**src/rtl/asx_pkg.sv**
```systemverilog
package asx_pkg;

  localparam int KEY_WORDS_DEF      = 4;
  localparam int EXPANDED_WORDS_DEF = 16;

  localparam logic [31:0] RK_A = 32'h1763af12;
  localparam logic [31:0] RK_B = 32'hd1bb5770;
  localparam logic [31:0] RK_C = 32'h2b3a55bb;

  localparam int RND_W = 7;
  localparam logic [RND_W-1:0] ROUNDS_ABSORB  = 7'd12;
  localparam logic [RND_W-1:0] ROUNDS_MIX     = 7'd72;
  localparam logic [RND_W-1:0] ROUNDS_SQUEEZE = 7'd36;

  typedef struct packed {
    logic [31:0] a;
    logic [31:0] b;
    logic [31:0] c;
  } sponge_t;

  // Controller to datapath commands
  typedef struct packed {
    logic load;     // absorb the incoming key word into a
    logic clear;    // start of a new key: zero the sponge while loading
    logic rnd;      // run one round
    logic capture;  // copy a into the output register
  } asx_cmd_t;

  function automatic logic [31:0] rotr32(input logic [31:0] x, input int n);
    rotr32 = (x >> n) | (x << (32 - n));
  endfunction

  function automatic sponge_t sponge_round(input sponge_t s);
    logic [31:0] x;
    logic [31:0] y;
    logic [31:0] z;
    sponge_t     r;
    x = s.a ^ RK_A;
    y = s.b ^ RK_B;
    z = s.c ^ RK_C;
    z = z + x;
    x = rotr32(x, 9);
    y = y ^ z;
    z = rotr32(z, 16);
    x = x + y;
    z = z ^ x;
    x = rotr32(x, 17);
    y = y + z;
    z = rotr32(z, 8);
    r.a = y;
    r.b = z;
    r.c = x;
    sponge_round = r;
  endfunction

endpackage

```
**src/rtl/asx_datapath.sv**
```systemverilog
module asx_datapath (
  input  logic             clk,
  input  asx_pkg::asx_cmd_t cmd,
  input  logic [31:0]      key_word,
  output logic [31:0]      expanded_word
);

  asx_pkg::sponge_t st;

  always_ff @(posedge clk) begin
    if (cmd.load) begin
      st.a <= (cmd.clear ? 32'd0 : st.a) ^ key_word;
      st.b <= cmd.clear ? 32'd0 : st.b;
      st.c <= cmd.clear ? 32'd0 : st.c;
    end else if (cmd.rnd) begin
      st <= asx_pkg::sponge_round(st);
    end
    if (cmd.capture) begin
      expanded_word <= st.a;
    end
  end

endmodule

```
**src/rtl/asx_controller.sv**
```systemverilog
module asx_controller #(
  parameter int KEY_WORDS      = asx_pkg::KEY_WORDS_DEF,
  parameter int EXPANDED_WORDS = asx_pkg::EXPANDED_WORDS_DEF
) (
  input  logic              clk,
  input  logic              rst,
  input  logic              in_valid,
  output logic              in_ready,
  output logic              out_valid,
  input  logic              out_ready,
  output logic              out_last,
  output asx_pkg::asx_cmd_t cmd
);

  localparam int KW_W = (KEY_WORDS > 1) ? $clog2(KEY_WORDS) : 1;
  localparam int EW_W = (EXPANDED_WORDS > 1) ? $clog2(EXPANDED_WORDS) : 1;

  typedef enum logic [2:0] {IDLE, ABSORB, MIX, SQUEEZE, EMIT} state_t;

  state_t                     state;
  logic [asx_pkg::RND_W-1:0]  rnd_cnt;
  logic [KW_W-1:0]            words;
  logic [EW_W-1:0]            out_cnt;
  logic                       out_free;

  assign out_free    = !out_valid || out_ready;
  assign in_ready    = (state == IDLE);
  assign cmd.load    = (state == IDLE) && in_valid;
  assign cmd.clear   = (words == '0);
  assign cmd.rnd     = (state == ABSORB) || (state == MIX) || (state == SQUEEZE);
  assign cmd.capture = (state == EMIT) && out_free;

  always_ff @(posedge clk) begin
    if (rst) begin
      state     <= IDLE;
      rnd_cnt   <= '0;
      words     <= '0;
      out_cnt   <= '0;
      out_valid <= 1'b0;
      out_last  <= 1'b0;
    end else begin
      if (cmd.capture) begin
        out_valid <= 1'b1;
      end else if (out_ready) begin
        out_valid <= 1'b0;
      end
      case (state)
        IDLE: begin
          if (in_valid) begin
            state   <= ABSORB;
            rnd_cnt <= asx_pkg::ROUNDS_ABSORB - 1'b1;
          end
        end
        ABSORB: begin
          if (rnd_cnt == '0) begin
            if (words == KW_W'(KEY_WORDS - 1)) begin
              words   <= '0;
              state   <= MIX;
              rnd_cnt <= asx_pkg::ROUNDS_MIX - 1'b1;
            end else begin
              words <= words + 1'b1;
              state <= IDLE;
            end
          end else begin
            rnd_cnt <= rnd_cnt - 1'b1;
          end
        end
        MIX: begin
          if (rnd_cnt == '0) begin
            state   <= SQUEEZE;
            rnd_cnt <= asx_pkg::ROUNDS_SQUEEZE - 1'b1;
            out_cnt <= '0;
          end else begin
            rnd_cnt <= rnd_cnt - 1'b1;
          end
        end
        SQUEEZE: begin
          if (rnd_cnt == '0) begin
            state <= EMIT;
          end else begin
            rnd_cnt <= rnd_cnt - 1'b1;
          end
        end
        EMIT: begin
          // hold until the output register is free
          if (out_free) begin
            out_last <= (out_cnt == EW_W'(EXPANDED_WORDS - 1));
            if (out_cnt == EW_W'(EXPANDED_WORDS - 1)) begin
              state <= IDLE;
            end else begin
              out_cnt <= out_cnt + 1'b1;
              state   <= SQUEEZE;
              rnd_cnt <= asx_pkg::ROUNDS_SQUEEZE - 1'b1;
            end
          end
        end
        default: state <= IDLE;
      endcase
    end
  end

endmodule

```
**src/rtl/arx_sponge_key_expander.sv**
```systemverilog
// Each key word takes one transfer plus 12 rounds, one round per cycle in the shared
// round unit. The last word of a key adds 72 mixing rounds, then each expanded word
// takes 36 rounds plus a capture; the capture waits while the output side stalls.
// The first result follows the absorb rounds of the last key word, the mixing and a squeeze.
// Synchronous reset clears the controller and the output valid; the sponge holds no reset.
module arx_sponge_key_expander #(
  parameter int KEY_WORDS      = asx_pkg::KEY_WORDS_DEF,
  parameter int EXPANDED_WORDS = asx_pkg::EXPANDED_WORDS_DEF
) (
  input  logic        clk,
  input  logic        rst,
  input  logic        s_tvalid,
  output logic        s_tready,
  input  logic [31:0] s_tdata,   // [31:0] key_word
  output logic        m_tvalid,
  input  logic        m_tready,
  output logic [31:0] m_tdata,   // [31:0] expanded_word
  output logic        m_tlast
);

  asx_pkg::asx_cmd_t cmd;

  asx_controller #(
    .KEY_WORDS      (KEY_WORDS),
    .EXPANDED_WORDS (EXPANDED_WORDS)
  ) u_ctrl (
    .clk       (clk),
    .rst       (rst),
    .in_valid  (s_tvalid),
    .in_ready  (s_tready),
    .out_valid (m_tvalid),
    .out_ready (m_tready),
    .out_last  (m_tlast),
    .cmd       (cmd)
  );

  asx_datapath u_dp (
    .clk           (clk),
    .cmd           (cmd),
    .key_word      (s_tdata),
    .expanded_word (m_tdata)
  );

  // busy right after a transfer in
  a_busy_after_in: assert property (@(posedge clk) disable iff (rst)
    s_tvalid && s_tready |=> !s_tready)
    else $error("input accepted during absorb rounds");

  // input still blocked in the last absorb round
  a_absorb_len: assert property (@(posedge clk) disable iff (rst)
    s_tvalid && s_tready |-> ##12 !s_tready)
    else $error("absorb phase ended early");

  // only the final expanded word of a key may still wait while input is ready
  a_pending_last: assert property (@(posedge clk) disable iff (rst)
    s_tready && m_tvalid |-> m_tlast)
    else $error("input ready while squeeze unfinished");

  // no capture while a result is stalled
  a_no_overwrite: assert property (@(posedge clk) disable iff (rst)
    m_tvalid && !m_tready |-> !cmd.capture)
    else $error("output register overwritten");

endmodule

```
**config.mk**
```make
export PLATFORM = sky130hd
export DESIGN_NAME = arx_sponge_key_expander
export DESIGN_NICKNAME = d
export VERILOG_FILES = /design/src/rtl/asx_pkg.sv /design/src/rtl/asx_datapath.sv /design/src/rtl/asx_controller.sv /design/src/rtl/arx_sponge_key_expander.sv
export SDC_FILE = /design/constraint.sdc
export NUM_CORES = 1
export LEC_CHECK = 0
export BUFFER_PORTS_ARGS = -buffer_cell sky130_fd_sc_hd__buf_2
export CAP_MARGIN = 20
export CORE_AREA = 3 3 158 160
export CTS_BUF_LIST = sky130_fd_sc_hd__clkbuf_16
export DETAILED_ROUTE_END_ITERATION = 10
export DIE_AREA = 0 0 161 163
export GPL_ROUTABILITY_DRIVEN = 0
export PLACE_DENSITY = 0.67
export SLEW_MARGIN = 20
export SYNTH_ARGS = -nofsm -noshare
export SYNTH_HDL_FRONTEND = slang
export SYNTH_HIERARCHICAL = 1
export SYNTH_SLANG_ARGS = --single-unit
```
**constraint.sdc**
```tcl
create_clock -name clk -period 7.5 [get_ports clk]
set_input_delay 0.75 -clock clk [delete_from_list [all_inputs] [get_ports clk]]
set_output_delay 0.75 -clock clk [all_outputs]
set_load 0.1 [all_outputs]
```
==> results of run 1 <==
## final timing paths
check | from | end | slack (ns) | depth (start not counted)
min | u_dp/st[68] | u_dp/expanded_word[4] | 0.45 | 0
max reg2reg | u_dp/st[73] | u_dp/st[92] | 0.25 | 30
max | u_dp/st[73] | u_dp/st[92] | 0.25 | 30
min reg2reg | u_dp/st[68] | u_dp/expanded_word[4] | 0.45 | 0
## cell type report
class	count	area (sq um)	area share
clock inverter	15	125	0.00961
timing repair buffer	79	418	0.0321
multi-input combinational	1006	7190	0.552
clock buffer	17	425	0.0327
tap	319	399	0.0307
sequential	146	4200	0.323
inverter	69	259	0.0199
## timing repair
action | in CTS | in global routing
hold buffers | 0 | 0
endpoints found under the hold margin | 0 | 0
gates resized for setup | 0 | 9
setup buffers | 0 | 1
endpoints found under the setup margin | 0 | 7
## flip-flops by register name, indices dropped and copies added, names as in the netlist
| signal | count |
|---|---|
| u_ctrl/out_last | 1 |
| u_dp/expanded_word | 32 |
| u_ctrl/rnd_cnt | 7 |
| u_ctrl/out_valid | 1 |
| u_ctrl/out_cnt | 4 |
| u_ctrl/state | 3 |
| u_dp/st | 96 |
| u_ctrl/words | 2 |
## metal layers
| metal | vias to the layer above | track usage | part of all wire |
|---|---|---|---|
| met5 | - | 0 | 0 |
| met4 | 0 | 0.107 | 0.038 |
| met3 | 66 | 0.0493 | 0.085 |
| met2 | 450 | 0.401 | 0.43 |
| met1 | 4624 | 0.370 | 0.44 |
| li1 | 4656 | - | - |
## synth_stat cells (18+ instances only)
master,number,share of area
nand3_1,25,0.011
nand2_1,78,0.025
nand2b_1,31,0.016
xnor2_1,120,0.089
clkbuf_1,24,0.0077
o21a_1,19,0.012
a21o_1,35,0.022
a21oi_1,100,0.043
and2_1,57,0.030
edfxtp_1,128,0.33
nor3_1,23,0.0098
nor2_1,99,0.032
dfxtp_1,18,0.031
o21ai_0,69,0.029
inv_1,69,0.022
ha_1,98,0.10
xor2_1,58,0.043
## logic make-up (layout without fill, tap and decap cells)
logic type | count (synthesis) | in the layout | share of synthesized area
simple gates | 373 | 373 | 0.160
compound gates | 343 | 343 | 0.191
xor+xnor | 181 | 181 | 0.138
flops | 146 | 146 | 0.358
buf+inv | 103 | 180 | 0.0364
fa+ha+maj | 102 | 102 | 0.110
mux | 7 | 7 | 0.00628
## worst reg2reg max path: cells and delay by family, from the launching register on
family	cells	cell delay, ns
adders and majority gates	3	1.08
xor gates and xnor gates	5	1.29
and+or+nand+nor	9	1.23
AOI/OAI and AO/OA	10	2.42
muxes	1	0.25
DFF	1	0.43
buffers and inverters	2	0.32
## metrics by stage
| stage | hold slack, ns | util | worst slack (ns) |
|---|---|---|---|
| after floorplan | 0.426 | - | 1.52 |
| after global placement | 0.432 | 0.527 | 0.324 |
| after detailed placement | 0.437 | 0.527 | 0.349 |
| after CTS | 0.452 | 0.550 | 0.302 |
| after global routing | 0.473 | 0.553 | 0.0230 |
| final | 0.451 | 0.553 | 0.248 |
==> impl_results.md, run 1 <==
* Netlist cell types at roughly 80
* Syn avg cell area at around 9.4 sq um
* CP peak stage delay at around 0.43 ns
* Final Slew Violations at 0
* Io pins at between 70 and 80
* First-pass GRT wire length at 52.9 mm
* CP max-delay cell: edfxtp_1
* Gate Count Post-Synth at between 1000 and 1500
* Clock net sink count at between 100 and 150
* Iteration-0 DRC Markers at 1018
* DR vias/cell at slightly below 6
* Largest net degree at the start of global routing at a little under 80
* Core area at between 20000 and 25000 sq um
* FILL cells at approximately 2200
* Antenna violations before repair at 0
* Die Span Y at 163 um
* CTS root buf: clkbuf_16
* Syn Std Cell Area at around 12000 sq um
* H-tree Lvls at 4
* Crit path max fanout at 6
* Register bit count reported by yosys at 146
* Fin. Hold Viols at 0
* Die Width at roughly 160 um
* Drt wl/cell at between 20 and 25 um
* Critical Path Sink Type: flip-flop
* Seq/Total Area, Yosys at 0.358
* Total grt overflow at 0
* Setup_tns at 0 ns
* Unrepaired setup endpoints after global routing: false
* Worst-Margin Slew at 0.912 ns
* Data arrival, critical path at ~7.4 ns
* CP startpoint kind: flip-flop
* Hpwl dp at roughly 27 mm
* DRC Markers at 0
* Top_reg_cell synth: edfxtp_1
* Tcrit/Tclk final at 0.967
* DP Area at roughly 12000 sq um
* Cell area after layout at 13000 sq um
* CTS tree: done
* Dpl cells at 1618
* CP top delay family: compound AO/OA/AOI/OAI gates
* Yosys warnings at 6
* Vias in the first global route at 9167
* Antenna diodes at 0
* Outcome: complete, no violations
* CP Class: reg -> reg
* Clock Latency Late Sink at 0.43 ns
* Layout cells sized above 1 at 0.110
* Slew headroom at 0.392
* Total number of vias at 9796
* CP dominant cell by count: a21o_1
* Peak Freq at 138 MHz
* Commonest non-fill, non-tap cell in the layout: edfxtp_1
* Synth-to-layout area growth at 10.7%
* Die Area at between 20000 and 30000 sq um
* Hold Crit Class: reg -> reg
* Final Critical Period at roughly 7.3 ns
* Input/output buffers at 70
* TritonCTS Buffers at 17
* Asr flop ratio synth at 0
* Final Setup Violations at 0
* Final wirelength at approximately 34 mm
* Starting Density at 0.499
* Buf+Inv Stages, Crit Path at 2
* Cell Rows at 56
* Post-synth EDFFs at between 100 and 150
* Most frequent cells in the layout: edfxtp_1 (128), xnor2_1 (116), nor2_1 (99), a21oi_1 (99), ha_1 (98)
* Fin Clk Skew at ~0.014 ns
* Critical Path RT at 7.68 ns
* Net Count, Synth at roughly 1400
* Non-Filler Instances at ~1700
* Nets@finish at 1456
* Number of routed nets with antenna violations at 0
* Max Cap Viol at 0
* Clock Path Buffers at 2
* Initial DRT Pass Iterations at 7
* Clk pin slew, worst setup/hold paths at 0.07 ns
* Total GRT Usage at 0.263
Power of run 1 is not shown: default switching activity piles up to over one toggle a cycle in this logic, so the estimate is an artifact.
==> inputs of run 2 (changes only) <==
PLACE_DENSITY = not set   (was 0.67)
PLACE_DENSITY_LB_ADDON = 0.1   (was not set)
==> run 2 against run 1 <==
Effect of this change:
- die area unchanged
- routed wire length grew 5.0%
- via count up 0.98%
- critical endpoint unchanged
- hold slack better by 0.0023 ns
- register-to-register slack got worse by 0.08 ns
- sequential cell count unchanged
- non-clock buffer count is the same
- critical path type unchanged
- highest routed layer unchanged
==> impl_results.md, run 2 (synthesis results as in run 1) <==
* Antenna diodes at 0 (unchanged)
* Die Area at 26200 sq um (unchanged)
* Core area at 23500 sq um (unchanged)
* Reg-to-reg slack, setup at 0.17 ns (-0.08 ns)
* FF-to-FF Start: u_dp/st[74]
* Non-Filler Instances at 1651 (unchanged)
* CTS tree: done
* Met3 usage at 0.0448 (-0.00458)
* Unrepaired setup endpoints after global routing: true
* Critical Path Sink Type: flip-flop
* Hold Crit Class: reg -> reg
* Total grt overflow at 0 (unchanged)
* Layout cells sized above 1 at 0.111 (+0.00150)
* Fin Clk Skew at 0.0127 ns (-0.00141 ns)
* Synth-to-layout area growth at 11.3%
* DRC Markers at 0 (unchanged)
* Worst-Margin Slew at 0.992 ns (+0.0798 ns)
* CP Capture Point: u_dp/st[92]
* Peak Freq at 136 MHz (-1.1%)
* Crit. Startpoint: u_dp/st[74]
* Multi-input logic area at 7200 sq um (+0.16%)
* Antenna violations before repair at 0 (unchanged)
* Buf+Inv Stages, Crit Path at 1 (-1)
* Slew headroom at 0.337 (-0.0549)
* CTS Hold Bufs at 0 (unchanged)
* Fin. Hold Viols at 0 (unchanged)
* Register-to-Register Path Depth at 28 (-6.7%)
* Hpwl dp at 28.2 mm (+4.6%)
* H-tree Lvls at 4 (unchanged)
* Largest regs: u_dp/st (96), u_dp/expanded_word (32), u_ctrl/rnd_cnt (7)
* Largest net degree at the start of global routing at 65 (-17%)
* Clock Path Buffers at 2 (unchanged)
* Starting Density at 0.499 (unchanged)
* Outcome: complete, no violations
* Top Usage Layer GRT: met2
* DR vias/cell at 5.99 (+0.98%)
* FILL cells at 2222 (+1.9%)
* Die Span Y at 163 um (unchanged)
* Commonest non-fill, non-tap cell in the layout: edfxtp_1
* Most frequent cells in the layout: edfxtp_1 (128), xnor2_1 (116), nor2_1 (99), a21oi_1 (99), ha_1 (98)
* Clk pin slew, worst setup/hold paths at 0.07 ns (about the same)
* Final wirelength at 36.0 mm (+5.0%)
* Final Setup Violations at 0 (unchanged)
* Met2 usage in global routing at 0.424 (+0.0239)
* Tcrit/Tclk final at 0.978 (+0.0109)
* TritonCTS Buffers at 17 (unchanged)
* CP Depth at 28 (-6.7%)
* Critical Path RT at 7.68 ns (about the same)
* Cell Rows at 56 (unchanged)
* CP startpoint kind: flip-flop
* Final Slew Violations at 0 (unchanged)
* CP top delay family: compound AO/OA/AOI/OAI gates
* Data arrival, critical path at 7.52 ns (+0.09 ns)
* CTS root buf: clkbuf_16
* Flip-flop count of the largest register after layout at 96 (unchanged)
* Total GRT Usage at 0.274 (+0.0109)
* First-pass GRT wire length at 54.6 mm (+3.1%)
* CP Class: reg -> reg
* Clock Latency Late Sink at 0.43 ns (about the same)
* Met1 global-route usage at 0.378 (+0.00734)
* CP max-delay cell: ha_1
* Initial DRT Pass Iterations at 5 (-2)
* Clock net sink count at 146 (unchanged)
* Reg area at 4200 sq um (unchanged)
* CP peak stage delay at 0.50 ns (+0.07 ns)
* Crit path max fanout at 7 (+1)
* Number of routed nets with antenna violations at 0 (unchanged)
* Io pins at 71 (unchanged)
* CP dominant cell by count: ha_1
* Input/output buffers at 70 (unchanged)
* R2r endpoint: u_dp/st[92]
* Biggest register: u_dp/st
* Total number of vias at 9892 (+0.98%)
* Final Critical Period at 7.33 ns (+0.0818 ns)
* Dpl cells at 1617 (-0.062%)
* Die Width at 161 um (unchanged)
* Drt wl/cell at 21.8 um (+5.0%)
* Iteration-0 DRC Markers at 1066 (+4.7%)
* Nets@finish at 1456 (unchanged)
* Max Cap Viol at 0 (unchanged)
* Vias in the first global route at 9273 (+1.2%)
## run 2: changes by cell type in the layout (fill, tap and decap cells not counted), sizes merged
| cell | before | now |
|---|---|---|
| clkinv | 6 | 2 |
| bufinv | 0 | 2 |
| clkinvlp | 0 | 2 |
## run 2: routing by layer
| layer | part of all wire | vias up |
|---|---|---|
| li1 | - | 4665 |
| met1 | 0.43 | 4668 |
| met3 | 0.080 | 89 |
| met4 | 0.048 | 0 |
| met5 | 0 | - |
| met2 | 0.44 | 470 |
## run 2: what timing repair did
item / 4_1_cts / 5_1_grt
setup buffers: 0 / 2
endpoints found under the setup margin: 0 / 6
resized for setup: 0 / 11
## run 2: area by class of cell
class	instances	share of cell area
Clock inverter	15	0.0141
Clock buffer	17	0.0325
Multi-Input combinational cell	1006	0.550
Timing Repair Buffer	79	0.0319
Sequential cell	146	0.321
Inverter	69	0.0198
Tap cell	319	0.0305
## run 2: worst reg2reg max path: cells and delay by family, from the launching register on
kind / cells / cell delay, ns
mux: 1 / 0.26
buf+inv: 1 / 0.22
simple gates: 7 / 1.21
flops: 1 / 0.44
compound gates: 11 / 2.54
fa+ha+maj: 3 / 1.25
xor+xnor: 5 / 1.15
## run 2: worst min path at each step
stage,from,to,slack (ns),cells after the start
2_1_floorplan,u_dp/st[75],u_dp/expanded_word[11],0.43,0
5_1_grt,u_dp/st[68],u_dp/expanded_word[4],0.47,0
3_5_place_dp,u_dp/st[81],u_dp/expanded_word[17],0.44,0
3_3_place_gp,u_dp/st[68],u_dp/expanded_word[4],0.43,0
6_report,u_dp/st[68],u_dp/expanded_word[4],0.45,0
4_1_cts,u_dp/st[68],u_dp/expanded_word[4],0.46,0
## run 2: metrics by stage
| step | worst slack (ns) | hold WS, ns | setup TNS, ns | util | cell area (sq um) |
|---|---|---|---|---|---|
| 2_1_floorplan | 1.52 | 0.426 | 0 | - | 11800 |
| 5_1_grt | -0.0515 | 0.471 | -0.0715 | 0.556 | 13100 |
| 4_1_cts | 0.123 | 0.460 | 0 | 0.552 | 13000 |
| 3_3_place_gp | 0.227 | 0.431 | 0 | 0.526 | 12400 |
| 3_5_place_dp | 0.231 | 0.443 | 0 | 0.526 | 12400 |
| 6_report | 0.166 | 0.454 | 0 | 0.556 | 13100 |
Power of run 2 is left out for the same reason.
